## config.mk

```make
export PLATFORM = sky130hd
export DESIGN_NAME = scale_note_to_frequency_core_flat
export DESIGN_NICKNAME = d
export VERILOG_FILES = /design/src/snf_pkg.sv /design/src/snf_req_if.sv /design/src/snf_rsp_if.sv /design/src/scale_note_to_frequency_core.sv /design/src/snf_degree.sv /design/src/snf_octave_shift.sv /design/src/flat_wrapper.sv
export SDC_FILE = /design/constraint.sdc
export NUM_CORES = 2
export LEC_CHECK = 0
export ABC_AREA = 1
export BUFFER_PORTS_ARGS = -buffer_cell sky130_fd_sc_hd__buf_2
export CAP_MARGIN = 20
export CORE_MARGIN = 8
export CORE_UTILIZATION = 40
export CTS_CLUSTER_DIAMETER = 200
export DETAILED_ROUTE_END_ITERATION = 8
export SLEW_MARGIN = 40
export SYNTH_ARGS = -nofsm -noshare
export SYNTH_HDL_FRONTEND = slang
export SYNTH_HIERARCHICAL = 1
export SYNTH_SLANG_ARGS = --single-unit
```

## constraint.sdc

```tcl
create_clock -name clock -period 9.35 [get_ports clock]
set_input_delay 1.87 -clock clock [delete_from_list [all_inputs] [get_ports clock]]
set_output_delay 1.87 -clock clock [all_outputs]
set_load 0.01 [all_outputs]
```

## src/snf_pkg.sv

```systemverilog
package snf_pkg;

   // fixed point formats
   localparam int FREQ_FRAC_BITS  = 16;
   localparam int NOTE_WIDTH      = 8;
   localparam int RATIO_FRAC_BITS = 16;
   localparam int TABLE_FRAC_BITS = 24;

   localparam int FREQ_W      = 32;
   localparam int RATIO_W     = RATIO_FRAC_BITS + 1;
   localparam int PROD_W      = FREQ_W + RATIO_W;
   localparam int EXP_W       = NOTE_WIDTH + 2;
   localparam int OCT_SHIFT_W = 5;
   localparam int SCALE_W     = 3;
   localparam int SEMI_W      = 4;
   localparam int CSR_INDEX_W = 2;
   localparam int CSR_DATA_W  = 32;

   // register indexes
   localparam logic [CSR_INDEX_W-1:0] CSR_SCALE_SELECT   = 2'd0;
   localparam logic [CSR_INDEX_W-1:0] CSR_BASE_FREQUENCY = 2'd1;
   localparam logic [CSR_INDEX_W-1:0] CSR_OCTAVE_SHIFT   = 2'd2;

   // scale codes
   localparam logic [SCALE_W-1:0] SCALE_PENT_MAJOR = 3'd0;
   localparam logic [SCALE_W-1:0] SCALE_PENT_MINOR = 3'd1;
   localparam logic [SCALE_W-1:0] SCALE_BLUES      = 3'd2;
   localparam logic [SCALE_W-1:0] SCALE_MAJOR      = 3'd3;
   localparam logic [SCALE_W-1:0] SCALE_CHROMATIC  = 3'd4;
   localparam logic [SCALE_W-1:0] SCALE_WHOLE_TONE = 3'd5;

   // register reset values
   localparam logic [SCALE_W-1:0]     SCALE_SELECT_RESET   = SCALE_PENT_MAJOR;
   localparam logic [FREQ_W-1:0]      BASE_FREQUENCY_RESET = FREQ_W'(440) << FREQ_FRAC_BITS;
   localparam logic [OCT_SHIFT_W-1:0] OCTAVE_SHIFT_RESET   = '0;

   // floor division by scale size: offset to a positive value, reciprocal multiply
   localparam int DIV_U_W   = NOTE_WIDTH + 1;
   localparam int DIV_SHIFT = DIV_U_W + 4;
   localparam int NOTE_HALF = 2 ** (NOTE_WIDTH - 1);

   localparam int DIV_K5  = (NOTE_HALF + 4) / 5;
   localparam int DIV_K6  = (NOTE_HALF + 5) / 6;
   localparam int DIV_K7  = (NOTE_HALF + 6) / 7;
   localparam int DIV_K12 = (NOTE_HALF + 11) / 12;

   localparam int DIV_M5  = (2 ** DIV_SHIFT + 4) / 5;
   localparam int DIV_M6  = (2 ** DIV_SHIFT + 5) / 6;
   localparam int DIV_M7  = (2 ** DIV_SHIFT + 6) / 7;
   localparam int DIV_M12 = (2 ** DIV_SHIFT + 11) / 12;

   typedef struct packed {
      logic                         mute;
      logic [SEMI_W-1:0]            semitone;
      logic signed [NOTE_WIDTH-1:0] octave;
   } degree_type;

   // 2^(k/12) with 24 fraction bits
   function automatic logic [TABLE_FRAC_BITS:0] ratio_q24(input logic [SEMI_W-1:0] semi);
      logic [TABLE_FRAC_BITS:0] t;
      case (semi)
         4'd1:    t = 25'd17774841;
         4'd2:    t = 25'd18831788;
         4'd3:    t = 25'd19951585;
         4'd4:    t = 25'd21137968;
         4'd5:    t = 25'd22394897;
         4'd6:    t = 25'd23726566;
         4'd7:    t = 25'd25137421;
         4'd8:    t = 25'd26632170;
         4'd9:    t = 25'd28215802;
         4'd10:   t = 25'd29893600;
         4'd11:   t = 25'd31671166;
         default: t = 25'd16777216;
      endcase
      return t;
   endfunction

   // ratio rounded half up to the working fraction width
   function automatic logic [RATIO_W-1:0] ratio_value(input logic [SEMI_W-1:0] semi);
      logic [63:0] t;
      logic [63:0] r;
      t = 64'(ratio_q24(semi));
      if (RATIO_FRAC_BITS >= TABLE_FRAC_BITS) begin
         r = t << (RATIO_FRAC_BITS - TABLE_FRAC_BITS);
      end else begin
         r = (t + (64'd1 << (TABLE_FRAC_BITS - RATIO_FRAC_BITS - 1)))
             >> (TABLE_FRAC_BITS - RATIO_FRAC_BITS);
      end
      return r[RATIO_W-1:0];
   endfunction

endpackage

```

## src/snf_req_if.sv

```systemverilog
interface snf_req_if;
   logic                                  valid;
   logic                                  ready;
   logic signed [snf_pkg::NOTE_WIDTH-1:0] note_number;

   modport source (output valid, output note_number, input ready);
   modport sink   (input valid, input note_number, output ready);
endinterface

```

## src/snf_rsp_if.sv

```systemverilog
interface snf_rsp_if;
   logic                          valid;
   logic                          ready;
   logic [snf_pkg::FREQ_W-1:0]    frequency;
   logic                          saturated;

   modport source (output valid, output frequency, output saturated, input ready);
   modport sink   (input valid, input frequency, input saturated, output ready);
endinterface

```

## src/scale_note_to_frequency_core.sv

```systemverilog
// scale note to frequency core
//
// req_bus carries a signed scale-degree note; rsp_bus returns the pitch in
// unsigned fixed point (16 fraction bits) and a flag set when the octave
// shift overflowed and the pitch was clamped to all ones.
// scale, root frequency and octave offset come from the csr write port; the user
// must change them only while no request is in flight, the block does not enforce it.
// pipeline: degree split, then the table lookup and root times ratio multiply,
// then the octave shift and clamp into the result register.
// throughput is one request per cycle while the receiver takes results, set by the
// single 32 x 17 multiplier stage; every stage hands on whenever the one after it is free.
// when the receiver stalls, the result holds and the stages behind it fill;
// req_bus.ready drops once all three stages hold a request.
// reset empties the pipeline and loads the register defaults
// (major pentatonic, 440 Hz, no octave offset).
module scale_note_to_frequency_core (
   input  logic                              clock,
   input  logic                              reset,
   input  logic                              csr_write_enable,
   input  logic [snf_pkg::CSR_INDEX_W-1:0]   csr_index,
   input  logic [snf_pkg::CSR_DATA_W-1:0]    csr_write_data,
   snf_req_if.sink                           req_bus,
   snf_rsp_if.source                         rsp_bus
);

   // configuration registers
   logic [snf_pkg::SCALE_W-1:0]            scale_select_ff;
   logic [snf_pkg::FREQ_W-1:0]             base_frequency_ff;
   logic signed [snf_pkg::OCT_SHIFT_W-1:0] octave_shift_ff;

   always_ff @(posedge clock) begin
      if (reset) begin
         scale_select_ff   <= snf_pkg::SCALE_SELECT_RESET;
         base_frequency_ff <= snf_pkg::BASE_FREQUENCY_RESET;
         octave_shift_ff   <= snf_pkg::OCTAVE_SHIFT_RESET;
      end else if (csr_write_enable) begin
         case (csr_index)
            snf_pkg::CSR_SCALE_SELECT:   scale_select_ff   <= csr_write_data[snf_pkg::SCALE_W-1:0];
            snf_pkg::CSR_BASE_FREQUENCY: base_frequency_ff <= csr_write_data[snf_pkg::FREQ_W-1:0];
            snf_pkg::CSR_OCTAVE_SHIFT:   octave_shift_ff   <= csr_write_data[snf_pkg::OCT_SHIFT_W-1:0];
            default: ;
         endcase
      end
   end

   // stage handshake: a stage takes new data when empty or emptying
   logic s1_valid_ff, s2_valid_ff, rsp_valid_ff;
   logic s1_free, s2_free, s3_free;
   logic req_accept;

   assign s3_free    = !rsp_valid_ff || rsp_bus.ready;
   assign s2_free    = !s2_valid_ff || s3_free;
   assign s1_free    = !s1_valid_ff || s2_free;
   assign req_accept = req_bus.valid && s1_free;

   assign req_bus.ready = s1_free;

   // stage 1: degree, semitone and octave of the note
   snf_pkg::degree_type s1_degree_in, s1_degree_ff;

   snf_degree u_degree (
      .note_number  (req_bus.note_number),
      .scale_select (scale_select_ff),
      .degree       (s1_degree_in)
   );

   // stage 2: root times ratio, total binary exponent
   logic [snf_pkg::PROD_W-1:0]       s2_product_in, s2_product_ff;
   logic signed [snf_pkg::EXP_W-1:0] s2_exponent_in, s2_exponent_ff;
   logic                             s2_mute_ff;

   always_comb begin
      s2_product_in  = snf_pkg::PROD_W'(base_frequency_ff)
                     * snf_pkg::PROD_W'(snf_pkg::ratio_value(s1_degree_ff.semitone));
      s2_exponent_in = snf_pkg::EXP_W'(octave_shift_ff)
                     + snf_pkg::EXP_W'($signed(s1_degree_ff.octave))
                     - snf_pkg::EXP_W'(snf_pkg::RATIO_FRAC_BITS);
   end

   // stage 3: octave shift with clamp
   logic [snf_pkg::FREQ_W-1:0] rsp_frequency_in, rsp_frequency_ff;
   logic                       rsp_saturated_in, rsp_saturated_ff;

   snf_octave_shift u_octave_shift (
      .product   (s2_product_ff),
      .exponent  (s2_exponent_ff),
      .mute      (s2_mute_ff),
      .frequency (rsp_frequency_in),
      .saturated (rsp_saturated_in)
   );

   // valid bits
   always_ff @(posedge clock) begin
      if (reset) begin
         s1_valid_ff  <= 1'b0;
         s2_valid_ff  <= 1'b0;
         rsp_valid_ff <= 1'b0;
      end else begin
         if (s1_free) begin
            s1_valid_ff <= req_bus.valid;
         end
         if (s2_free) begin
            s2_valid_ff <= s1_valid_ff;
         end
         if (s3_free) begin
            rsp_valid_ff <= s2_valid_ff;
         end
      end
   end

   // payload, held while the next stage is busy
   always_ff @(posedge clock) begin
      if (req_accept) begin
         s1_degree_ff <= s1_degree_in;
      end
      if (s2_free && s1_valid_ff) begin
         s2_product_ff  <= s2_product_in;
         s2_exponent_ff <= s2_exponent_in;
         s2_mute_ff     <= s1_degree_ff.mute;
      end
      if (s3_free && s2_valid_ff) begin
         rsp_frequency_ff <= rsp_frequency_in;
         rsp_saturated_ff <= rsp_saturated_in;
      end
   end

   assign rsp_bus.valid     = rsp_valid_ff;
   assign rsp_bus.frequency = rsp_frequency_ff;
   assign rsp_bus.saturated = rsp_saturated_ff;

   // checks
   a_accept_fills_s1: assert property (@(posedge clock) disable iff (reset)
      req_accept |=> s1_valid_ff)
      else $error("accepted request did not enter stage 1");

   a_s2_holds: assert property (@(posedge clock) disable iff (reset)
      s2_valid_ff && !s3_free |=> s2_valid_ff && $stable(s2_product_ff)
                                   && $stable(s2_exponent_ff))
      else $error("stage 2 changed while stalled");

   a_mute_zero: assert property (@(posedge clock) disable iff (reset)
      s2_valid_ff && s2_mute_ff && s3_free
         |=> rsp_bus.valid && rsp_bus.frequency == '0 && !rsp_bus.saturated)
      else $error("unused scale gave a nonzero result");

   a_sat_clamped: assert property (@(posedge clock) disable iff (reset)
      rsp_bus.valid && rsp_bus.saturated |-> rsp_bus.frequency == '1)
      else $error("saturated result not clamped");

endmodule

```

## src/snf_degree.sv

```systemverilog
module snf_degree (
   input  logic signed [snf_pkg::NOTE_WIDTH-1:0] note_number,
   input  logic [snf_pkg::SCALE_W-1:0]           scale_select,
   output snf_pkg::degree_type                   degree
);

   typedef struct packed {
      logic [snf_pkg::SEMI_W-1:0]            rem;
      logic signed [snf_pkg::NOTE_WIDTH-1:0] quot;
   } divmod_type;

   localparam int UW = snf_pkg::DIV_U_W;
   localparam int SW = snf_pkg::DIV_SHIFT;

   // floor division by a fixed divisor, all divisor terms are constants
   function automatic divmod_type floor_divmod(
      input logic signed [snf_pkg::NOTE_WIDTH-1:0] note,
      input logic [UW-1:0]                         d,
      input logic [UW-1:0]                         k,
      input logic [SW-1:0]                         m
   );
      logic [UW-1:0]    u;
      logic [UW+SW-1:0] prod;
      logic [UW-1:0]    qu;
      logic [UW-1:0]    rem;
      divmod_type       res;
      u    = UW'(note) + UW'(k * d);
      prod = (UW+SW)'(u) * (UW+SW)'(m);
      qu   = prod[SW +: UW];
      rem  = u - UW'(qu * d);
      res.rem  = rem[snf_pkg::SEMI_W-1:0];
      res.quot = snf_pkg::NOTE_WIDTH'(qu - k);
      return res;
   endfunction

   divmod_type div5, div6, div7, div12, sel;

   always_comb begin
      div5  = floor_divmod(note_number, UW'(5),  UW'(snf_pkg::DIV_K5),  SW'(snf_pkg::DIV_M5));
      div6  = floor_divmod(note_number, UW'(6),  UW'(snf_pkg::DIV_K6),  SW'(snf_pkg::DIV_M6));
      div7  = floor_divmod(note_number, UW'(7),  UW'(snf_pkg::DIV_K7),  SW'(snf_pkg::DIV_M7));
      div12 = floor_divmod(note_number, UW'(12), UW'(snf_pkg::DIV_K12), SW'(snf_pkg::DIV_M12));
   end

   always_comb begin
      degree = '0;
      sel    = div5;
      case (scale_select)
         snf_pkg::SCALE_PENT_MAJOR: begin
            sel = div5;
            case (sel.rem)
               4'd1:    degree.semitone = 4'd2;
               4'd2:    degree.semitone = 4'd4;
               4'd3:    degree.semitone = 4'd7;
               4'd4:    degree.semitone = 4'd9;
               default: degree.semitone = 4'd0;
            endcase
         end
         snf_pkg::SCALE_PENT_MINOR: begin
            sel = div5;
            case (sel.rem)
               4'd1:    degree.semitone = 4'd3;
               4'd2:    degree.semitone = 4'd5;
               4'd3:    degree.semitone = 4'd7;
               4'd4:    degree.semitone = 4'd10;
               default: degree.semitone = 4'd0;
            endcase
         end
         snf_pkg::SCALE_BLUES: begin
            sel = div6;
            case (sel.rem)
               4'd1:    degree.semitone = 4'd3;
               4'd2:    degree.semitone = 4'd5;
               4'd3:    degree.semitone = 4'd6;
               4'd4:    degree.semitone = 4'd7;
               4'd5:    degree.semitone = 4'd10;
               default: degree.semitone = 4'd0;
            endcase
         end
         snf_pkg::SCALE_MAJOR: begin
            sel = div7;
            case (sel.rem)
               4'd1:    degree.semitone = 4'd2;
               4'd2:    degree.semitone = 4'd4;
               4'd3:    degree.semitone = 4'd5;
               4'd4:    degree.semitone = 4'd7;
               4'd5:    degree.semitone = 4'd9;
               4'd6:    degree.semitone = 4'd11;
               default: degree.semitone = 4'd0;
            endcase
         end
         snf_pkg::SCALE_CHROMATIC: begin
            sel = div12;
            degree.semitone = sel.rem;
         end
         snf_pkg::SCALE_WHOLE_TONE: begin
            sel = div6;
            degree.semitone = {sel.rem[2:0], 1'b0};
         end
         default: begin
            degree.mute = 1'b1;
         end
      endcase
      degree.octave = sel.quot;
   end

endmodule

```

## src/snf_octave_shift.sv

```systemverilog
module snf_octave_shift (
   input  logic [snf_pkg::PROD_W-1:0]       product,
   input  logic signed [snf_pkg::EXP_W-1:0] exponent,
   input  logic                             mute,
   output logic [snf_pkg::FREQ_W-1:0]       frequency,
   output logic                             saturated
);

   localparam int PW  = snf_pkg::PROD_W;
   localparam int FW  = snf_pkg::FREQ_W;
   localparam int LSW = $clog2(FW);
   localparam logic signed [snf_pkg::EXP_W-1:0] LEFT_LIMIT = snf_pkg::EXP_W'(FW);

   logic [snf_pkg::EXP_W-1:0] right_amount;
   logic [PW-1:0]             right_val;
   logic [PW+FW-1:0]          left_val;

   // shift amounts past the product width give zero
   assign right_amount = -exponent;
   assign right_val    = product >> right_amount;
   assign left_val     = (PW+FW)'(product) << exponent[LSW-1:0];

   always_comb begin
      frequency = '0;
      saturated = 1'b0;
      if (mute) begin
         frequency = '0;
      end else if (exponent <= 0) begin
         if (|right_val[PW-1:FW]) begin
            saturated = 1'b1;
         end else begin
            frequency = right_val[FW-1:0];
         end
      end else if (product == '0) begin
         frequency = '0;
      end else if (exponent >= LEFT_LIMIT) begin
         saturated = 1'b1;
      end else if (|left_val[PW+FW-1:FW]) begin
         saturated = 1'b1;
      end else begin
         frequency = left_val[FW-1:0];
      end
      if (saturated) begin
         frequency = '1;
      end
   end

endmodule
```

## src/flat_wrapper.sv

```systemverilog
// flat-port wrapper written by rule: the top's interface ports become plain ports
module scale_note_to_frequency_core_flat 
  (clock, reset, csr_write_enable, csr_index, csr_write_data, req_bus_valid, req_bus_note_number, req_bus_ready, rsp_bus_valid, rsp_bus_frequency, rsp_bus_saturated, rsp_bus_ready);
  snf_req_if req_bus_i ();
  snf_rsp_if rsp_bus_i ();
  input  logic clock;
  input  logic reset;
  input  logic csr_write_enable;
  input  logic [snf_pkg::CSR_INDEX_W-1:0] csr_index;
  input  logic [snf_pkg::CSR_DATA_W-1:0] csr_write_data;
  input wire logic [$bits(req_bus_i.valid)-1:0] req_bus_valid;
  input wire logic [$bits(req_bus_i.note_number)-1:0] req_bus_note_number;
  output wire logic [$bits(req_bus_i.ready)-1:0] req_bus_ready;
  output wire logic [$bits(rsp_bus_i.valid)-1:0] rsp_bus_valid;
  output wire logic [$bits(rsp_bus_i.frequency)-1:0] rsp_bus_frequency;
  output wire logic [$bits(rsp_bus_i.saturated)-1:0] rsp_bus_saturated;
  input wire logic [$bits(rsp_bus_i.ready)-1:0] rsp_bus_ready;
  assign req_bus_i.valid = req_bus_valid;
  assign req_bus_i.note_number = req_bus_note_number;
  assign req_bus_ready = req_bus_i.ready;
  assign rsp_bus_valid = rsp_bus_i.valid;
  assign rsp_bus_frequency = rsp_bus_i.frequency;
  assign rsp_bus_saturated = rsp_bus_i.saturated;
  assign rsp_bus_i.ready = rsp_bus_ready;
  scale_note_to_frequency_core u_core (.clock(clock), .reset(reset), .csr_write_enable(csr_write_enable), .csr_index(csr_index), .csr_write_data(csr_write_data), .req_bus(req_bus_i), .rsp_bus(rsp_bus_i));
endmodule
```

==> metrics.json <==
{
  "initial_utilization": {"value": 40.3, "unit": "%"},
  "ant_nets": {"value": 0},
  "count_of_input_and_output_buffers": {"value": 81},
  "final.period_utilization": {"value": 92.5, "unit": "%"},
  "grt_first_pass_wirelength": {"value": 188000, "unit": "µm"},
  "worstSetupPathType": {"value": "input pin to register"},
  "drt-pass1-iter-count": {"value": 6},
  "die_height": {"value": 323, "unit": "µm"},
  "drive_gt1_share": {"value": 5.33, "unit": "%"},
  "outcome": {"value": "finished clean"},
  "synth_edf_count": {"value": 106},
  "postSynth.topFlopCell": {"value": "edfxtp_1"},
  "synth.most_common_cell": {"value": "nand2_1"},
  "clock-root-buffer": {"value": "clkbuf_16"},
  "finalMaxSlewViolations": {"value": 0},
  "rrSetupSlack": {"value": 1.04, "unit": "ns"},
  "rr_worst_depth": {"value": 31},
  "ioPinCount": {"value": 82},
  "clock_insertion_delay_worst_skew": {"value": 0.49, "unit": "ns"},
  "die_x": {"value": 323, "unit": "µm"},
  "number_of_global_route_vias_before_repair": {"value": 34600},
  "synth-seq-cells": {"value": 166},
  "pin_count_of_the_biggest_net_entering_global_routing": {"value": 79},
  "critical_path.endpoint_type": {"value": "register"},
  "cts_made_buffers": {"value": 17},
  "synthArstFlopShare": {"value": 0, "unit": "%"},
  "fin_nets": {"value": 6225},
  "critPathLaunchType": {"value": "input pin"},
  "hold_viol_final": {"value": 0},
  "worst-slew-pin-transition": {"value": 0.911, "unit": "ns"},
  "critPathTopFamily": {"value": "adder cells"},
  "die-area": {"value": 0.104, "unit": "mm²"},
  "synth_top_cells_by_area": {"value": "fa_1 27%, nand2_1 15%, inv_1 11%, ha_1 9.9%, edfxtp_1 8.5%"},
  "clk_transition_reported_paths": {"value": 0.07, "unit": "ns"},
  "cpMostUsedCell": {"value": "inv_1"},
  "hold_path_cells": {"value": 2},
  "routed_via_density": {"value": 5.16},
  "tritoncts": {"value": "yes"},
  "syn-instance-count": {"value": 5422},
  "avg_cell_area_syn": {"value": 6.93, "unit": "µm²"},
  "floorplan.core_area": {"value": 0.0932, "unit": "mm²"},
  "synth_area_leader_cell": {"value": "fa_1"},
  "layout_min_cycle_time": {"value": 8.64, "unit": "ns"},
  "critPathBufInv": {"value": 11},
  "fraction_of_synthesized_cell_area_taken_by_the_top_area_cell_type": {"value": 27.0, "unit": "%"},
  "hold_path.startpoint": {"value": "u_core/octave_shift_ff[0]"},
  "cts_setup_buffers": {"value": 0},
  "area_delta_synth_final": {"value": 5.60, "unit": "%"},
  "netlist-cell-type-count": {"value": 56},
  "timing.slew.headroom": {"value": 39.2, "unit": "%"},
  "worst-endpoint-arrival": {"value": 9.00, "unit": "ns"},
  "routed-via-count": {"value": 34300},
  "synth_commonest_cells": {"value": "1540 x nand2_1, 1061 x inv_1, 508 x fa_1, 454 x nand3_1, 444 x nor2_1"},
  "netlist_area": {"value": 0.0376, "unit": "mm²"},
  "h-tree-depth": {"value": 4},
  "gpl.final_weighted_congestion": {"value": 0.918},
  "synth-seq-area-share": {"value": 11.7, "unit": "%"},
  "grt_overflow": {"value": 0},
  "clock_sink_count": {"value": 166},
  "crit_slowest_cell": {"value": "fa_1"},
  "synth-warning-count": {"value": 6},
  "max_freq": {"value": 0.116, "unit": "GHz"},
  "min_path_type": {"value": "register to register"},
  "final-setup-viol-count": {"value": 0},
  "initialDrtViolationCount": {"value": 2870},
  "hpwl": {"value": 95200, "unit": "µm"},
  "antenna_found_initial": {"value": 3},
  "postSynthNetCount": {"value": 6275},
  "routed_wl": {"value": 118000, "unit": "µm"},
  "skew": {"value": 0.0216, "unit": "ns"},
  "fp-row-count": {"value": 112},
  "unrepaired_setup_endpoints_after_global_routing": {"value": "false"},
  "drc_errors": {"value": 0},
  "routed_wire_length_per_instance": {"value": 17.8, "unit": "µm"},
  "fin_setup_tns": {"value": 0, "unit": "ns"},
  "max-clock-path-buffers": {"value": 2},
  "critical-path-max-stage-delay": {"value": 0.50, "unit": "ns"},
  "globalRouteTotalUtil": {"value": 23.0, "unit": "%"},
  "r2r_end": {"value": "u_core/s2_product_ff[44]"},
  "timing.max_cap.violations": {"value": 0},
  "hold_path_end": {"value": "u_core/octave_shift_ff[0]"},
  "timing.critical_path.fanout_max": {"value": 6},
  "worst_ep_required_time": {"value": 9.71, "unit": "ns"}
}
routing by layer:
metal / GRT usage, % / up-vias / routed length, µm
met4: 7.24 / 6 / 3800
met2: 37.1 / 1166 / 52900
met5: 0 / - / 38
met3: 4.55 / 223 / 9450
met1: 30.9 / 16400 / 52000
li1: - / 16500 / -
stage by stage:
step	utilization [%]	worst slack (ns)	area [µm²]	cells	hold WS, ns
2_1_floorplan	-	0.480	37600	5422	0.400
3_3_place_gp	41.9	0.0526	39100	6607	0.450
3_5_place_dp	41.9	0.0174	39100	6607	0.460
4_1_cts	42.6	0.528	39700	6639	0.473
5_1_grt	42.6	0.0214	39700	6639	0.478
6_report	42.6	0.706	39700	6640	0.471
worst max-delay path by stage:
stage	startpoint	end	cells past startpoint
finish	req_bus_note_number[2]	register	40
global placement	req_bus_note_number[2]	register	40
floorplan	req_bus_note_number[2]	register	39
CTS	req_bus_note_number[2]	register	40
global route	req_bus_note_number[2]	register	40
detailed placement	req_bus_note_number[2]	register	40
layout by cell type (no fill, tap or decap), types with 8 or more instances in the layout:
cell / instances
nand2_1: 1539
nor2_1: 444
nor4_1: 11
a21oi_1: 194
buf_2: 81
o21a_1: 10
o21ai_1: 16
inv_2: 17
inv_1: 1059
buf_4: 66
nand2_2: 23
nand4_1: 53
edfxtp_1: 106
o21bai_1: 10
nand2_4: 8
and2_1: 10
nand3_1: 453
clkinv_1: 9
o21ai_0: 167
nor3_1: 24
clkbuf_16: 17
xor2_1: 49
xnor2_1: 23
fa_1: 508
ha_1: 298
dfxtp_1: 57
o211ai_1: 14
nand3_2: 12
a31oi_1: 8
or2_2: 9
worst reg2reg max path: cells and delay by family (launching register included):
kind	cells	cell delay (ns)
compound gates	1	0.15
fa+ha+maj	7	3.59
buf+inv	7	1.44
flops	1	0.35
simple gates	16	2.53
final cells by class:
type | instances | area [µm²]
Multi-Input combinational cell | 3952 | 28100
Fill cell | 9826 | 53500
Inverter | 1088 | 4090
Sequential cell | 166 | 4390
Antenna cell | 1 | 2.50
Clock buffer | 17 | 425
Timing Repair Buffer | 147 | 901
Tap cell | 1254 | 1570
Clock inverter | 15 | 199
logic make-up (layout without fill, tap and decap cells):
| kind of cell | count (synthesis) | after routing | share of synthesized area [%] |
|---|---|---|---|
| multiplexers | 7 | 7 | 0.186 |
| buffers and inverters | 1304 | 1267 | 13.7 |
| flip-flops | 166 | 166 | 11.7 |
| AO/OA/AOI/OAI | 456 | 456 | 6.61 |
| other | 0 | 1 | 0 |
| AND/OR/NAND/NOR | 2604 | 2604 | 28.9 |
| adder cells (fa/ha/maj) | 806 | 806 | 37.0 |
| XOR/XNOR | 79 | 79 | 1.99 |
repair_timing:
item	CTS	global route
gates resized for setup	0	3
hold buffers	0	0
endpoints found under the setup margin	0	8
Power is not shown: default switching activity piles up to over one toggle a cycle in this logic, so the estimate is an artifact.
